File: src/rtl/tsbc_pkg.sv
// ---------------------------------------------------------------------------
// tsbc_pkg: shared types, constants and functions
// Register codes, reset values and the round functions of the toy SPN
// byte cipher used in counter mode.
// ---------------------------------------------------------------------------
package tsbc_pkg;

  localparam int unsigned NumRounds = 3;
  localparam int unsigned CfgIdxW   = 8;
  localparam int unsigned CfgDataW  = 64;

  typedef logic [CfgIdxW-1:0] cfg_idx_t;

  // register indexes
  localparam cfg_idx_t REG_KEY  = cfg_idx_t'(0);
  localparam cfg_idx_t REG_SBOX = cfg_idx_t'(1);
  localparam cfg_idx_t REG_PERM = cfg_idx_t'(2);
  localparam cfg_idx_t REG_IV   = cfg_idx_t'(3);

  // reset values: zero key, identity S-box and permutation, zero IV
  localparam logic [31:0] KeyReset  = 32'h0000_0000;
  localparam logic [63:0] SboxReset = 64'hFEDC_BA98_7654_3210;
  localparam logic [23:0] PermReset = 24'hFA_C688;
  localparam logic [7:0]  IvReset   = 8'h00;

  // configuration seen by the datapath
  typedef struct packed {
    logic [31:0] key;
    logic [63:0] sbox;
    logic [23:0] perm;
    logic [7:0]  iv;
  } cfg_t;

  // 4-bit substitution on both nibbles
  function automatic logic [7:0] sub_byte(input logic [7:0] x, input logic [63:0] sbox);
    logic [3:0] hi;
    logic [3:0] lo;
    hi = sbox[{x[7:4], 2'b00} +: 4];
    lo = sbox[{x[3:0], 2'b00} +: 4];
    return {hi, lo};
  endfunction

  // bit permutation: entry i moves bit 7-i to bit 7-entry; collisions OR
  function automatic logic [7:0] perm_byte(input logic [7:0] x, input logic [23:0] perm);
    logic [7:0] y;
    logic [2:0] tgt;
    y = '0;
    for (int i = 0; i < 8; i++) begin
      tgt = perm[3*i +: 3];
      y[3'd7 - tgt] = y[3'd7 - tgt] | x[7-i];
    end
    return y;
  endfunction

endpackage

File: src/rtl/tsbc_in_if.sv
// ---------------------------------------------------------------------------
// tsbc_in_if: plaintext item channel
// Valid/ready channel carrying one plaintext byte and its message start mark.
// ---------------------------------------------------------------------------
interface tsbc_in_if;
  logic       valid;
  logic       ready;
  logic [7:0] plain_byte;
  logic       first;

  modport source (output valid, output plain_byte, output first, input ready);
  modport sink   (input valid, input plain_byte, input first, output ready);
endinterface

File: src/rtl/tsbc_out_if.sv
// ---------------------------------------------------------------------------
// tsbc_out_if: result item channel
// Valid/ready channel carrying an IV header byte or a ciphertext byte.
// ---------------------------------------------------------------------------
interface tsbc_out_if;
  logic       valid;
  logic       ready;
  logic [7:0] out_byte;
  logic       is_iv;
  logic       last;

  modport source (output valid, output out_byte, output is_iv, output last, input ready);
  modport sink   (input valid, input out_byte, input is_iv, input last, output ready);
endinterface

File: src/rtl/tsbc_cfg_if.sv
// ---------------------------------------------------------------------------
// tsbc_cfg_if: configuration write channel
// Valid/ready channel carrying a register index and write data.
// ---------------------------------------------------------------------------
interface tsbc_cfg_if;
  logic                          valid;
  logic                          ready;
  logic [tsbc_pkg::CfgIdxW-1:0]  index;
  logic [tsbc_pkg::CfgDataW-1:0] data;

  modport source (output valid, output index, output data, input ready);
  modport sink   (input valid, input index, input data, output ready);
endinterface

File: src/rtl/tsbc_cfg_regs.sv
// ---------------------------------------------------------------------------
// tsbc_cfg_regs: configuration register file
// Holds key, S-box table, bit permutation and IV; writes always accepted,
// unknown indexes dropped, excess data bits masked.
// ---------------------------------------------------------------------------
module tsbc_cfg_regs (
  input  logic           clk,
  input  logic           rst,
  tsbc_cfg_if.sink       cfg,
  output tsbc_pkg::cfg_t regs
);
  import tsbc_pkg::*;

  assign cfg.ready = 1'b1;

  // register writes
  always_ff @(posedge clk) begin
    if (rst) begin
      regs.key  <= KeyReset;
      regs.sbox <= SboxReset;
      regs.perm <= PermReset;
      regs.iv   <= IvReset;
    end else if (cfg.valid) begin
      unique case (cfg.index)
        REG_KEY:  regs.key  <= cfg.data[31:0];
        REG_SBOX: regs.sbox <= cfg.data;
        REG_PERM: regs.perm <= cfg.data[23:0];
        REG_IV:   regs.iv   <= cfg.data[7:0];
        default: ;
      endcase
    end
  end

endmodule

File: src/rtl/tsbc_cipher.sv
// ---------------------------------------------------------------------------
// tsbc_cipher: keystream block function
// Three rounds of key XOR, nibble S-box and bit permutation, then a final
// key XOR; pure combinational logic between the pipeline registers.
// ---------------------------------------------------------------------------
module tsbc_cipher (
  input  tsbc_pkg::cfg_t regs,
  input  logic [7:0]     ctr,
  output logic [7:0]     keystream
);
  import tsbc_pkg::*;

  logic [7:0] st [NumRounds+1];

  assign st[0] = ctr;

  // one round per generate slice, key byte 0 (MSB) first
  for (genvar r = 0; r < NumRounds; r++) begin : g_round
    logic [7:0] mixed;
    assign mixed     = st[r] ^ regs.key[31-8*r -: 8];
    assign st[r+1]   = perm_byte(sub_byte(mixed, regs.sbox), regs.perm);
  end

  assign keystream = st[NumRounds] ^ regs.key[7:0];

endmodule

File: src/rtl/toy_spn_byte_cipher_ctr.sv
// ---------------------------------------------------------------------------
// toy_spn_byte_cipher_ctr: counter-mode byte stream cipher
// Path: input accept into the input register, then the result register after
//   the three-round cipher logic.
// Throughput: one item per cycle unless the output stalls; an item marked first
//   gives two results and holds the result register until both are taken.
// Reset: rst (sync) clears counter, pipeline valids and restores config.
// ---------------------------------------------------------------------------
module toy_spn_byte_cipher_ctr (
  input  logic      clk,
  input  logic      rst,
  tsbc_cfg_if.sink  cfg,
  tsbc_in_if.sink   plain_stream,
  tsbc_out_if.source cipher_stream
);
  import tsbc_pkg::*;

  cfg_t       regs;
  logic [7:0] counter;
  logic [7:0] ctr_use;
  logic       in_acc;
  logic       o_free;

  // input register
  logic       s1_valid;
  logic [7:0] s1_plain;
  logic       s1_first;
  logic [7:0] s1_ctr;
  logic [7:0] keystream;

  // result register
  logic       o_valid;
  logic       o_iv_pend;
  logic [7:0] o_iv;
  logic [7:0] o_cipher;

  tsbc_cfg_regs u_cfg_regs (
    .clk  (clk),
    .rst  (rst),
    .cfg  (cfg),
    .regs (regs)
  );

  tsbc_cipher u_cipher (
    .regs      (regs),
    .ctr       (s1_ctr),
    .keystream (keystream)
  );

  // handshake
  assign o_free             = !o_valid || (cipher_stream.ready && !o_iv_pend);
  assign plain_stream.ready = !s1_valid || o_free;
  assign in_acc             = plain_stream.valid && plain_stream.ready;
  assign ctr_use            = plain_stream.first ? regs.iv : counter;

  // control state
  always_ff @(posedge clk) begin
    if (rst) begin
      counter   <= '0;
      s1_valid  <= 1'b0;
      o_valid   <= 1'b0;
      o_iv_pend <= 1'b0;
    end else begin
      if (in_acc) begin
        counter <= ctr_use + 8'd1;
      end
      if (plain_stream.ready) begin
        s1_valid <= plain_stream.valid;
      end
      if (o_free) begin
        o_valid   <= s1_valid;
        o_iv_pend <= s1_valid && s1_first;
      end else if (cipher_stream.ready) begin
        // IV header taken, ciphertext follows
        o_iv_pend <= 1'b0;
      end
    end
  end

  // payload
  always_ff @(posedge clk) begin
    if (in_acc) begin
      s1_plain <= plain_stream.plain_byte;
      s1_first <= plain_stream.first;
      s1_ctr   <= ctr_use;
    end
    if (o_free && s1_valid) begin
      o_iv     <= s1_ctr;
      o_cipher <= s1_plain ^ keystream;
    end
  end

  assign cipher_stream.valid    = o_valid;
  assign cipher_stream.out_byte = o_iv_pend ? o_iv : o_cipher;
  assign cipher_stream.is_iv    = o_iv_pend;
  assign cipher_stream.last     = !o_iv_pend;

  // checks
  a_iv_then_cipher: assert property (@(posedge clk) disable iff (rst)
    (o_valid && o_iv_pend && cipher_stream.ready) |=> (o_valid && !o_iv_pend))
    else $error("IV header not followed by its ciphertext");

  a_ctr_step: assert property (@(posedge clk) disable iff (rst)
    (in_acc && !plain_stream.first) |=> (counter == $past(counter) + 8'd1))
    else $error("counter did not advance");

  a_ctr_reload: assert property (@(posedge clk) disable iff (rst)
    (in_acc && plain_stream.first) |=> (counter == $past(regs.iv) + 8'd1))
    else $error("counter did not reload from IV");

  a_s1_hold: assert property (@(posedge clk) disable iff (rst)
    (s1_valid && !o_free) |=> s1_valid)
    else $error("input register dropped a stalled item");

endmodule
File: src/flat_wrapper.sv
// flat-port wrapper written by rule: the top's interface ports become plain ports
module toy_spn_byte_cipher_ctr_flat import tsbc_pkg::*;
  (clk, rst, cfg_valid, cfg_index, cfg_data, cfg_ready, plain_stream_valid, plain_stream_plain_byte, plain_stream_first, plain_stream_ready, cipher_stream_valid, cipher_stream_out_byte, cipher_stream_is_iv, cipher_stream_last, cipher_stream_ready);
  tsbc_cfg_if cfg_i ();
  tsbc_in_if plain_stream_i ();
  tsbc_out_if cipher_stream_i ();
  input  logic clk;
  input  logic rst;
  input wire logic [$bits(cfg_i.valid)-1:0] cfg_valid;
  input wire logic [$bits(cfg_i.index)-1:0] cfg_index;
  input wire logic [$bits(cfg_i.data)-1:0] cfg_data;
  output wire logic [$bits(cfg_i.ready)-1:0] cfg_ready;
  input wire logic [$bits(plain_stream_i.valid)-1:0] plain_stream_valid;
  input wire logic [$bits(plain_stream_i.plain_byte)-1:0] plain_stream_plain_byte;
  input wire logic [$bits(plain_stream_i.first)-1:0] plain_stream_first;
  output wire logic [$bits(plain_stream_i.ready)-1:0] plain_stream_ready;
  output wire logic [$bits(cipher_stream_i.valid)-1:0] cipher_stream_valid;
  output wire logic [$bits(cipher_stream_i.out_byte)-1:0] cipher_stream_out_byte;
  output wire logic [$bits(cipher_stream_i.is_iv)-1:0] cipher_stream_is_iv;
  output wire logic [$bits(cipher_stream_i.last)-1:0] cipher_stream_last;
  input wire logic [$bits(cipher_stream_i.ready)-1:0] cipher_stream_ready;
  assign cfg_i.valid = cfg_valid;
  assign cfg_i.index = cfg_index;
  assign cfg_i.data = cfg_data;
  assign cfg_ready = cfg_i.ready;
  assign plain_stream_i.valid = plain_stream_valid;
  assign plain_stream_i.plain_byte = plain_stream_plain_byte;
  assign plain_stream_i.first = plain_stream_first;
  assign plain_stream_ready = plain_stream_i.ready;
  assign cipher_stream_valid = cipher_stream_i.valid;
  assign cipher_stream_out_byte = cipher_stream_i.out_byte;
  assign cipher_stream_is_iv = cipher_stream_i.is_iv;
  assign cipher_stream_last = cipher_stream_i.last;
  assign cipher_stream_i.ready = cipher_stream_ready;
  toy_spn_byte_cipher_ctr u_core (.clk(clk), .rst(rst), .cfg(cfg_i), .plain_stream(plain_stream_i), .cipher_stream(cipher_stream_i));
endmodule
File: config.mk
export PLATFORM = sky130hd
export DESIGN_NAME = toy_spn_byte_cipher_ctr_flat
export DESIGN_NICKNAME = d
export VERILOG_FILES = /design/src/rtl/tsbc_pkg.sv /design/src/rtl/tsbc_in_if.sv /design/src/rtl/tsbc_out_if.sv /design/src/rtl/tsbc_cfg_if.sv /design/src/rtl/tsbc_cfg_regs.sv /design/src/rtl/tsbc_cipher.sv /design/src/rtl/toy_spn_byte_cipher_ctr.sv /design/src/flat_wrapper.sv
export SDC_FILE = /design/constraint.sdc
export NUM_CORES = 1
export LEC_CHECK = 0
export ABC_CLOCK_PERIOD_IN_PS = 20000
export BUFFER_PORTS_ARGS = -buffer_cell sky130_fd_sc_hd__buf_2
export CAP_MARGIN = 30
export CORE_MARGIN = 2
export CORE_UTILIZATION = 35
export CTS_CLUSTER_DIAMETER = 120
export DETAILED_ROUTE_END_ITERATION = 16
export PLACE_DENSITY = 0.53
export SETUP_SLACK_MARGIN = 0.1
export SYNTH_ARGS = -nofsm -noshare
export SYNTH_HDL_FRONTEND = slang
export SYNTH_HIERARCHICAL = 1
export SYNTH_SLANG_ARGS = --single-unit
File: constraint.sdc
create_clock -name clk -period 20 [get_ports clk]
set_clock_uncertainty 0.2 [all_clocks]
set_input_delay 2 -clock clk [delete_from_list [all_inputs] [get_ports clk]]
set_output_delay 2 -clock clk [all_outputs]
set_load 0.01 [all_outputs]
# --- Word level (Yosys, flattened, before mapping) ---
# Memories as Yosys holds them, arrays and structs flattened.
# Index checks and enable logic that the tools add are counted.
op_classes:
  bitwise: 32
  eq_ne: 3
  magnitude_cmp: 16
  mux: 84
  reduce_logical: 23
  shifts: 6
  n_addsub: 9
ops:
  columns: ["op", "n"]
  rows:
  - ["$shiftx 64x7->4", 6]
  - ["$bwmux 8", 21]
  - ["$bmux 1 s3", 21]
  - ["$xor 8x8->8", 5]
  - ["$lt 3x4->1 const B", 8]
  - ["$mux 1", 32]
  - ["$and 8x8->8", 3]
  - ["$demux 1 s3", 8]
  - ["$ge 3x1->1 const B", 8]
  - ["$or 1x1->1", 24]
  - ["$sub 3x3->3 const A", 8]
  - ["$eq 8x2->1 const B", 2]
  - ["$mux 8", 2]
  - ["$logic_and 1x1->1", 12]
  - ["$add 8x1->8 const B", 1]
  - ["$eq 8x1->1 const B", 1]
  - ["$logic_not 8->1", 1]
  - ["$reduce_and 2->1", 4]
  - ["$logic_not 1->1", 3]
  - ["$logic_or 1x1->1", 2]
  - ["$reduce_bool 2->1", 1]
totals:
  romBits: 8
  inputBits: 86
  reg_bits: 172
  n_memories: 1
memory_table:
  columns: ["memory", "words", "width", "rd", "rd_ports_with_merged_regs", "write_ports", "line", "source"]
  rows:
  - ["(name not given)", 8, 1, 1, 0, 0, "tsbc_pkg.sv:50", "y[3'd7 - tgt] = y[3'd7 - tgt] | x[7-i];"]

# --- Depth between registers and ports, before layout ---
# Gate-level depths: netlist of the first run.
logic_depth:
  word_depth: 100
  mapped_depth: 54
  mapped_depth_nobuf: 43

# --- Modules after synthesis ---
# The synthesis of the first run kept the hierarchy.
by_module_without_submodules:
  columns: ["module", "seq_area_each_um2", "cells_per_inst", "area_each_um2", "instances"]
  rows:
  - ["tsbc_cipher", 0.0, 1311, 9904.5, 1]
  - ["tsbc_cfg_regs", 2562.5, 514, 5352.6, 1]
  - ["toy_spn_byte_cipher_ctr", 1211.2, 135, 1873.0, 1]

# --- Worst setup path before layout of the first run ---
# No wires, ideal clock.
synth_path:
  kind: "reg-to-reg"
  start: "register u_core.s1_ctr[4]"
  end: "register u_core.o_cipher[3], data pin"
  t_required_ps: 19542
  slack_ps: 7075
  t_arrival_ps: 12467
  path_buffers: 7
  stages_incl_launch_ff: 48
  setup_time_ps: 258
  path_cell_list: "edfxtp_1 xnor2_2 buf_4 mux4_2 nor3_1 nor4_4 o41ai_1 a2111oi_4 a311oi_2 a211oi_1 o32ai_1 nor4_1 a211oi_1 nor4_2 a221oi_2 xnor2_4 buf_2 o211ai_1 [... 12 more ...] xor2_1 buf_2 mux2i_4 o221ai_1 o31ai_1 buf_4 nor2_4 o311ai_0 nor2_1 nor4_4 o311ai_2 a32o_1 a311o_1 o21ba_2 buf_6 or4_1 nand4_1 xor2_1"
synth_via:
  elab_chain_cells: 98
  word_cells_on_any_way: 100
  classes_between: "shift (5); mux (63); bitwise (32)"
synth_lines:
  columns: ["element", "line", "source"]
  rows:
  - ["start: declaration", "toy_spn_byte_cipher_ctr.sv:28", "logic [7:0] s1_ctr;"]
  - ["start signal: assignment", "toy_spn_byte_cipher_ctr.sv:85", "s1_ctr <= ctr_use;"]
  - ["$xor 8x8->8 (*)", "tsbc_cipher.sv:20", "assign mixed = st[r] ^ regs.key[31-8*r -: 8];"]
  - ["$shiftx 64x7->4 (*)", "tsbc_pkg.sv:38", "hi = sbox[{x[7:4], 2'b00} +: 4];"]
  - ["$or 1x1->1", "tsbc_pkg.sv:50", null]
  - ["$and 8x8->8 (no line)", null, null]
  - ["$bmux 1 s3", "tsbc_pkg.sv:50", null]
  - ["$mux 1 (implied by the code)", "tsbc_pkg.sv:50", null]
  - ["$or 1x1->1", "tsbc_pkg.sv:50", null]
  - ["$bwmux 8", "tsbc_pkg.sv:50", null]
  - ["[... 83 more ...]", null, null]
  - ["$bwmux 8", "tsbc_pkg.sv:50", null]
  - ["$bmux 1 s3", "tsbc_pkg.sv:50", null]
  - ["$mux 1 (implied by the code)", "tsbc_pkg.sv:50", null]
  - ["$or 1x1->1", "tsbc_pkg.sv:50", null]
  - ["$bwmux 8 (*)", "tsbc_pkg.sv:50", null]
  - ["$xor 8x8->8 (*)", "tsbc_cipher.sv:24", "assign keystream = st[NumRounds] ^ regs.key[7:0];"]
  - ["named net u_core.keystream[3]", "toy_spn_byte_cipher_ctr.sv:29", "logic [7:0] keystream;"]
  - ["$xor 8x8->8 (*)", "toy_spn_byte_cipher_ctr.sv:89", "o_cipher <= s1_plain ^ keystream;"]
  - ["end signal: assignment", "toy_spn_byte_cipher_ctr.sv:89", null]
  - ["end: declaration", "toy_spn_byte_cipher_ctr.sv:35", "logic [7:0] o_cipher;"]
# Mark *: on every way through the listed nets, which the timed path passes. The rest lies on a longest branch. The select of a mux whose other input is x is not followed.
# A chain may end at the register's enable or synchronous reset.

# --- Worst setup path in the final report of the first run ---
layout_path:
  start: "register u_core.s1_ctr[5]"
  end: "register u_core.o_cipher[4], data pin"
# Same word-level chain as after synthesis.

==> results of run 1 <==
-- routing by layer --
layer / wire length, um / vias up / track usage [%] / part of all wire (%)
met2: 32500 / 1064 / 43.8 / 44
met3: 6740 / 226 / 5.36 / 9.2
met5: 0 / - / 0 / 0
met4: 4050 / 0 / 14.9 / 5.5
met1: 30000 / 8459 / 38.1 / 41
li1: - / 7516 / - / -
-- final timing paths --
check / startpoint / cells after the start / slack [ps] / end
hold / removal: u_core/counter[4] / 2 / 280 / u_core/counter[4]
setup / recovery: u_core/s1_ctr[5] / 44 / 2190 / u_core/o_cipher[4]
hold reg to reg: u_core/counter[4] / 2 / 280 / u_core/counter[4]
setup reg to reg: u_core/s1_ctr[5] / 44 / 2190 / u_core/o_cipher[4]
-- power by group through the flow --
stage | Combinational, mW | Clock (mW) | Sequential (mW)
after floorplan | 0.162 | 0 | 0.370
after global placement | 0.230 | 0 | 0.373
after detailed placement | 0.233 | 0 | 0.373
after CTS | 0.233 | 0.342 | 0.365
after global routing | 0.252 | 0.354 | 0.365
final | 0.238 | 0.335 | 0.365
-- cell families after synthesis --
family                   synth area share, %
AND/OR/NAND/NOR                         25.2
AO/OA/AOI/OAI                           20.5
multiplexers                            23.8
flip-flops                              22.0
buffers and inverters                   5.11
XOR/XNOR                                3.27
adder cells (fa/ha/maj)               0.0730
other                                 0.0219
-- critical path: cells and delay by family, from the launching register on --
kind,cells,cell delay (ps)
muxes,4,1310
xor gates and xnor gates,3,1640
AOI/OAI and AO/OA,25,8730
and+or+nand+nor,10,4770
buffers and inverters,2,430
DFF,1,420
-- state kept, by name, summed over array words and instances, names as in the netlist --
| register | flops |
|---|---|
| u_core/s1_valid | 1 |
| u_core/s1_ctr | 8 |
| u_core/s1_first | 1 |
| u_core/s1_plain | 8 |
| u_core/u_cfg_regs/regs | 128 |
| u_core/counter | 8 |
| u_core/cipher_stream.is_iv | 1 |
| u_core/o_iv | 8 |
| u_core/o_cipher | 8 |
| u_core/cipher_stream.valid | 1 |
-- cell type report --
class / instances / area, um^2
Multi-Input combinational cell: 1618 / 12500
Tap cell: 622 / 778
Clock buffer: 18 / 429
Fill cell: 5001 / 30000
Antenna cell: 1 / 2.50
Sequential cell: 172 / 3770
Timing Repair Buffer: 146 / 872
Inverter: 29 / 109
Clock inverter: 14 / 155
-- through the flow --
| stage | utilization [%] | area [um^2] | setup slack, ps | power (mW) | hold slack (ps) |
|---|---|---|---|---|---|
| final | 38.3 | 18700 | 2190 | 0.937 | 284 |
| after global routing | 38.3 | 18600 | 1720 | 0.971 | 302 |
| after CTS | 38.3 | 18600 | 2860 | 0.940 | 283 |
| after detailed placement | 37.1 | 18100 | 2880 | 0.605 | 273 |
| after global placement | 37.0 | 18000 | 3000 | 0.603 | 263 |
| after floorplan | - | 17100 | 7070 | 0.532 | 247 |
-- cells in the final DEF, fill, tap and decap left out, drive strengths merged, types with 18 or more instances in the layout --
| cell | synthesis | final |
|---|---|---|
| clkbuf | 89 | 18 |
| buf | 52 | 146 |
| inv | 29 | 35 |
| mux4 | 92 | 92 |
| a211oi | 33 | 33 |
| nor3b | 18 | 18 |
| nor2 | 227 | 227 |
| o21ai | 76 | 76 |
| nand2b | 145 | 145 |
| o211ai | 36 | 36 |
| xor2 | 27 | 27 |
| a21oi | 62 | 62 |
| xnor2 | 28 | 28 |
| nand3 | 45 | 45 |
| a22o | 18 | 18 |
| dfxtp | 139 | 139 |
| o31ai | 18 | 18 |
| mux2i | 179 | 179 |
| a221oi | 20 | 20 |
| o22ai | 19 | 19 |
| nor3 | 55 | 55 |
| nand2 | 163 | 163 |
| edfxtp | 33 | 33 |
| a22oi | 36 | 36 |
-- synthesized netlist by cell type, types with 16 or more instances --
library cell | count | area (um^2)
o31ai_1 | 18 | 135
nand2_1 | 163 | 612
a21oi_1 | 60 | 300
nor2_1 | 223 | 837
edfxtp_1 | 33 | 991
nor3_1 | 52 | 260
o21ai_0 | 68 | 340
xnor2_1 | 23 | 201
a22o_1 | 17 | 149
mux4_2 | 87 | 1960
a211oi_1 | 31 | 233
nand2b_1 | 144 | 901
nor3b_1 | 18 | 135
a22oi_1 | 36 | 270
dfxtp_1 | 139 | 2780
o211ai_1 | 36 | 270
xor2_1 | 26 | 228
buf_2 | 16 | 80.1
clkbuf_1 | 89 | 334
mux2i_1 | 177 | 1770
o22ai_1 | 19 | 119
inv_1 | 29 | 109
nand3_1 | 45 | 225
==> out/results.txt, run 1 <==
status - finished, final reports clean
Comb pwr share - 25.4%
Slew HR - 23.3%
crit-path max FO - 18
clock root buffer - clkbuf_16
slowest stage delay, CP - 1010 ps
initial antenna violation count - 1
Worst VDD drop - 0.0643 mV
sequential power share - 38.9%
Cell variety after synth - 113
Area growth syn-to-layout - 8.87%
Worst EP arrival - 17820 ps
MaxCap Viol Count - 0
clock transition at the registers of the reported paths - 70 ps
final period utilization - 89.0%
Mapped Cells - 1960
wire length of the first global-routing pass - 107000 um
Port Buffer Count - 97
vias - 17300
Post-Route WL - 73300 um
Crit Path Class - reg -> reg
startpoint class of the critical path - register
crit path max-delay cell type - nor4_1
GRT Overall Usage - 28.5%
Iteration-0 DRC Markers - 2331
setup bufs post-CTS - 0
Detail Route Antenna Nets - 0
# IOs - 99
Ys Warns - 6
CTS buffer count - 17
Tmin final - 17810 ps
register bit count reported by yosys - 172
Max Slew Vio Count - 0
DRC violations left - 0
Hold Path Class - reg -> reg
vias per cell - 6.59
drt wl/cell - 28.0 um
sequential share of the synthesized area - 22.0%
worst slew pin tran - 1140 ps
largest net degree at the start of global routing - 129
post-CTS resize count - 0
vias in the first global route - 16100
share of cells above drive strength 1 - 18.5%
Net Switching - 0.309 mW
die span in x - 225 um
Internal - 0.629 mW
count of final setup violators - 0
Hold Fails Final Rpt - 0
# H-tree levels - 4
Mapped Avg Cell Area - 8.74 um^2
Initial Utilization - 35.2%
TritonCTS clock tree - built
crit end category - register
EDFF count, synth - 33
Netlist Area Pre-Place - 17100 um^2
syn_nets - 2047
DRT Pass-1 Iters - 7
Total Neg Setup Slack - 0 ps
insertion delay to the later sink of the worst-skew pair - 470 ps
total grt overflow - 0
Sw Ratio - 32.9%
Final Non-Filler Cells - 2620
Post-synth ARST share - 0%
RSZ-0062 raised after global routing - false
# rows - 81
Placed Cells - 2587
hold_buf cts - 0
top_reg_cell synth - dfxtp_1
Sink Count - 172
CTS max path bufs - 2
Max Fclk - 56.2 MHz
Post-DP HPWL - 55400 um
power density over the cells - 50.3 nW/um^2
leakage - 7.00 nW
Clk pwr share - 35.7%
Core Footprint - 48600 um^2
die span in y - 225 um
DIE AREA - 50700 um^2
final net count - 2071
gp weighted congestion - 1.06
CP required - 20010 ps
No activity file was read; power rests on OpenSTA's default activity.
==> run 2, diff against run 1 <==
RECOVER_POWER = 100   (was unset)
==> run 2 against run 1 <==
- the flow now finishes with violations (capacitance limit, slew limit)
- cell area down 0.44%
- sequential power about the same
- register-to-register slack got worse by 720 ps
- utilization shrank 0.17 points
- worst setup slack got worse by 720 ps
- maximum frequency decreased by 3.9%
- clock power is essentially flat
- non-clock buffer count unchanged
- total power shrank 0.15%
- hold slack got worse by 8.0 ps
- largest power group unchanged
==> out/results.txt, run 2 (same netlist as run 1, synthesis figures left out) <==
status - complete, but fails checks
failing checks - capacitance limit, slew limit
Initial Utilization - 35.2% (unchanged)
final hold slack - 276 ps (-8.00 ps)
CP required - 20010 ps (about the same)
Fillers - 5014 (+0.26%)
Sink Count - 172 (unchanged)
Largest register FFs - 128 (unchanged)
clock transition at the registers of the reported paths - 70 ps (about the same)
MaxCap Viol Count - 3 (+3)
final period utilization - 92.6% (+3.6 points)
Clk pwr share - 35.6% (about the same)
TritonCTS clock tree - built
Area growth syn-to-layout - 8.39%
CTS max path bufs - 2 (unchanged)
Port Buffer Count - 97 (unchanged)
Total Neg Setup Slack - 0 ps (unchanged)
slowest stage delay, CP - 1400 ps (+390 ps)
DIE AREA - 50700 um^2 (unchanged)
total grt overflow - 0 (unchanged)
drt wl/cell - 28.0 um (about the same)
Comb pwr share - 25.4% (about the same)
Tmin final - 18530 ps (+722 ps)
pre-CTS WS - 2880 ps (unchanged)
# H-tree levels - 4 (unchanged)
multi-input gate area in the final layout - 12500 um^2 (-0.22%)
GRT Overall Usage - 28.5% (unchanged)
most common cell after layout, fill and taps aside - nor2_1
leakage - 6.93 nW (-0.95%)
# rows - 81 (unchanged)
Power Total - 0.936 mW (-0.15%)
Net Switching - 0.307 mW (-0.47%)
setup ws final - 1470 ps (-722 ps)
Crit Path Class - reg -> reg
hold_buf cts - 0 (unchanged)
crit path max-delay cell type - xor2_1
power density over the cells - 50.4 nW/um^2 (+0.29%)
sequential power share - 39.0% (about the same)
wire length of the first global-routing pass - 107000 um (unchanged)
DRT Pass-1 Iters - 6 (-1)
vias per cell - 6.60 (+0.13%)
commonest non-fill, non-tap cells in the layout - nor2_1, mux2i_1, nand2_1
Sw Ratio - 32.8% (-0.11 points)
Post-DP HPWL - 55400 um (unchanged)
# IOs - 99 (unchanged)
Worst EP arrival - 18540 ps (+720 ps)
RSZ-0062 raised after global routing - false
post-CTS resize count - 0 (unchanged)
share of cells above drive strength 1 - 17.3% (-1.2 points)
crit end category - register
crit-path max FO - 21 (+3)
gp weighted congestion - 1.06 (unchanged)
Placed Cells - 2587 (unchanged)
Post-Route WL - 73300 um (about the same)
CTS buffer count - 17 (unchanged)
clock root buffer - clkbuf_16
Max Slew Vio Count - 244 (+244)
Detail Route Antenna Nets - 0 (unchanged)
Iteration-0 DRC Markers - 2312 (-0.82%)
Core Footprint - 48600 um^2 (unchanged)
die span in y - 225 um (unchanged)
DRC violations left - 0 (unchanged)
Final Non-Filler Cells - 2620 (unchanged)
die span in x - 225 um (unchanged)
Worst VDD drop - 0.0633 mV (-1.5%)
setup bufs post-CTS - 0 (unchanged)
largest reg by FF count - u_core/u_cfg_regs/regs
Hold Fails Final Rpt - 0 (unchanged)
Register Area - 3770 um^2 (unchanged)
largest net degree at the start of global routing - 129 (unchanged)
worst slew pin tran - 4900 ps (+3760 ps)
startpoint class of the critical path - register
Max Fclk - 54.0 MHz (-3.9%)
Hold Path Class - reg -> reg
vias - 17300 (+0.13%)
vias in the first global route - 16100 (unchanged)
final net count - 2071 (unchanged)
Slew HR - -226% (-250 points)
R2R setup slack - 1470 ps (-720 ps)
initial antenna violation count - 1 (unchanged)
count of final setup violators - 0 (unchanged)
Internal - 0.629 mW (about the same)
insertion delay to the later sink of the worst-skew pair - 460 ps (about the same)
[run 2: cell types whose count changed in the layout (fill, tap and decap cells not counted), sizes merged]
cell | previous run | this run
buf | 146 | 129
clkbuf | 18 | 35
[run 2: path summary, 6_finish.rpt]
| path | startpoint | end | depth (start not counted) |
|---|---|---|---|
| worst max register to register | u_core/s1_ctr[5] | u_core/o_cipher[4] | 45 |
| worst max-delay path | u_core/s1_ctr[5] | u_core/o_cipher[4] | 45 |
| worst min-delay path | u_core/s1_ctr[5] | u_core/o_iv[5] | 0 |
| worst min register to register | u_core/s1_ctr[5] | u_core/o_iv[5] | 0 |
[run 2: stage by stage]
step	utilization, %	area (um^2)
after CTS	38.3	18600
after global routing	38.2	18600
after detailed placement	37.1	18100
after global placement	37.0	18000
after floorplan	-	17100
final	38.2	18600
[run 2: per-layer routing]
| layer | GRT usage, % | up-vias | wire (um) |
|---|---|---|---|
| met5 | 0 | - | 0 |
| met4 | 14.9 | 0 | 3820 |
| met3 | 5.36 | 205 | 6750 |
| met2 | 43.8 | 1075 | 32600 |
| met1 | 38.1 | 8482 | 30100 |
| li1 | - | 7525 | - |
[run 2: layout make-up]
| type | instances | area share (%) |
|---|---|---|
| Multi-Input combinational cell | 1618 | 67.3 |
| Tap cell | 622 | 4.19 |
| Sequential cell | 172 | 20.3 |
| Clock buffer | 18 | 2.31 |
| Antenna cell | 1 | 0.0135 |
| Inverter | 29 | 0.586 |
| Clock inverter | 14 | 0.836 |
| Timing Repair Buffer | 146 | 4.40 |
[run 2: critical path: cells and delay by family (launching register included)]
family          cells  cell delay (ps)
simple gates       11             4660
xor+xnor            3             2200
flops               1              400
buf+inv             3              750
compound gates     24             8560
mux                 4             1440
[run 2: power by group through the flow]
stage               combinational, mW  clock, mW  sequential [mW]
finish                          0.238      0.333            0.365
global route                    0.252      0.354            0.365
CTS                             0.233      0.342            0.365
detailed placement              0.233          0            0.373
global placement                0.230          0            0.373
floorplan                       0.162          0            0.370
==> run 3, diff against run 2 <==
ABC_CLOCK_PERIOD_IN_PS = 22000   (was 20000)
clock period = 22 ns   (was 20 ns; I/O delays follow)
==> run 3 against run 2 <==
- the flow still finishes with violations (capacitance limit, slew limit)
- wire length rose by 1.1%
- cell count barely moved
- flip-flop and latch count did not move
- die area did not move
- highest routed layer unchanged
==> out/results.txt, run 3 (same netlist as run 1, synthesis figures left out) <==
Max Slew Vio Count - 253 (+3.7%)
Iteration-0 DRC Markers - 2204 (-4.7%)
crit path max-delay cell type - a221oi_1
leakage - 6.94 nW (about the same)
Worst VDD drop - 0.0535 mV (-16%)
RSZ-0062 raised after global routing - false
metal3 WL - 6960 um (+3.2%)
GRT Overall Usage - 28.6% (+0.073 points)
DRC violations left - 0 (unchanged)
CTS buffer count - 17 (unchanged)
Area growth syn-to-layout - 8.30% (about the same)
Post-Route WL - 74100 um (+1.1%)
wire length of the first global-routing pass - 108000 um (+0.24%)
largest reg by FF count - u_core/u_cfg_regs/regs
Worst EP arrival - 19260 ps (+720 ps)
# H-tree levels - 4 (unchanged)
Port Buffer Count - 97 (unchanged)
DRT met1 WL - 30000 um (-0.26%)
Core Footprint - 48600 um^2 (unchanged)
DR WL met2 - 33000 um (+1.3%)
failing checks - capacitance limit, slew limit
Detail Route Antenna Nets - 0 (unchanged)
Sw Ratio - 33.7% (+0.84 points)
multi-input gate area in the final layout - 12500 um^2 (-0.23%)
DRT Pass-1 Iters - 6 (unchanged)
vias - 17200 (-0.40%)
antenna diode count - 0 (-1)
fin area - 18600 um^2 (about the same)
drt wl/cell - 28.3 um (+1.1%)
CP required - 22000 ps (+1990 ps)
Slew HR - -225% (+1.9 points)
Placed Area - 18100 um^2 (unchanged)
sequential power share - 38.9% (about the same)
Sink Count - 172 (unchanged)
Fillers - 5059 (+0.90%)
# rows - 81 (unchanged)
slowest stage delay, CP - 1250 ps (-150 ps)
clock transition at the registers of the reported paths - 70 ps (about the same)
Comb pwr share - 25.4% (about the same)
clock root buffer - clkbuf_16
top sig layer - met4
status - complete, but fails checks
crit-path max FO - 18 (-14%)
startpoint class of the critical path - register
Largest register FFs - 128 (unchanged)
worst reg2reg path startpoint - u_core/s1_ctr[4]
gp weighted congestion - 1.06 (-0.11%)
hold_buf cts - 0 (unchanged)
count of final setup violators - 0 (unchanged)
# IOs - 99 (unchanged)
share of cells above drive strength 1 - 17.4% (+0.033 points)
die span in y - 225 um (unchanged)
CTS max path bufs - 2 (unchanged)
Critical path origin - u_core/s1_ctr[4]
Crit Path Class - reg -> reg
Register Area - 3770 um^2 (unchanged)
MaxCap Viol Count - 3 (unchanged)
power density over the cells - 45.9 nW/um^2 (-8.9%)
commonest non-fill, non-tap cells in the layout - nor2_1, mux2i_1, nand2_1
final net count - 2073 (+0.097%)
worst slew pin tran - 4870 ps (-27.9 ps)
DIE AREA - 50700 um^2 (unchanged)
insertion delay to the later sink of the worst-skew pair - 470 ps (about the same)
Max Fclk - 51.9 MHz (-3.8%)
crit end category - register
Internal - 0.565 mW (-10%)
total grt overflow - 0 (unchanged)
Hold Fails Final Rpt - 0 (unchanged)
largest net degree at the start of global routing - 129 (unchanged)
Total Neg Setup Slack - 0 ps (unchanged)
initial antenna violation count - 0 (-1)
most common cell after layout, fill and taps aside - nor2_1
setup bufs post-CTS - 0 (unchanged)
min-delay src - u_core/counter[4]
vias in the first global route - 16100 (+0.062%)
final period utilization - 87.5% (-5.1 points)
Hold Path Class - reg -> reg
Clk pwr share - 35.7% (about the same)
Tmin final - 19260 ps (+728 ps)
Initial Utilization - 35.2% (unchanged)
Net Switching - 0.287 mW (-6.7%)
vias per cell - 6.57 (-0.44%)
die span in x - 225 um (unchanged)
post-CTS resize count - 0 (unchanged)
TritonCTS clock tree - built
Post-DP HPWL - 55800 um (+0.69%)
[run 3: final timing paths]
path / end / slack [ps] / cells past startpoint
max: u_core/o_cipher[4] / 2740 / 47
min: u_core/counter[4] / 280 / 2
max reg2reg: u_core/o_cipher[4] / 2740 / 47
min reg2reg: u_core/counter[4] / 280 / 2
[run 3: cell type report]
| class | count | area share, % |
|---|---|---|
| clock buffers | 18 | 2.37 |
| clock inverters | 14 | 0.755 |
| inverters | 29 | 0.587 |
| multi-input cells | 1618 | 67.2 |
| flip-flops and latches | 172 | 20.3 |
| well taps | 622 | 4.20 |
| repair buffers | 148 | 4.51 |
[run 3: critical path: cells and delay by family (launching register included)]
family	cells	cell delay [ps]
AO/OA/AOI/OAI	29	12810
XOR/XNOR	3	1210
buffers and inverters	4	1050
flip-flops	1	430
multiplexers	5	1760
AND/OR/NAND/NOR	6	1470
[run 3: stage by stage]
stage | utilization [%] | instances | setup slack (ps) | hold slack (ps) | power, mW
floorplan | - | 1960 | 9070 | 247 | 0.483
global placement | 37.0 | 2582 | 5050 | 263 | 0.548
detailed placement | 37.1 | 2587 | 4890 | 273 | 0.550
CTS | 38.3 | 2619 | 4840 | 284 | 0.854
global route | 38.1 | 2621 | 2260 | 318 | 0.884
finish | 38.1 | 2621 | 2740 | 283 | 0.852
[run 3: power groups by stage]
stage	clock (mW)	sequential [mW]	combinational (mW)
final	0.304	0.332	0.216
after floorplan	0	0.336	0.147
after CTS	0.311	0.331	0.212
after detailed placement	0	0.339	0.212
after global routing	0.323	0.332	0.228
after global placement	0	0.339	0.209
[run 3: per-layer routing]
metal | global-route usage [%] | vias up
met1 | 37.7 | 8399
met5 | 0 | -
met3 | 5.33 | 211
met4 | 14.2 | 0
li1 | - | 7517
met2 | 44.9 | 1091
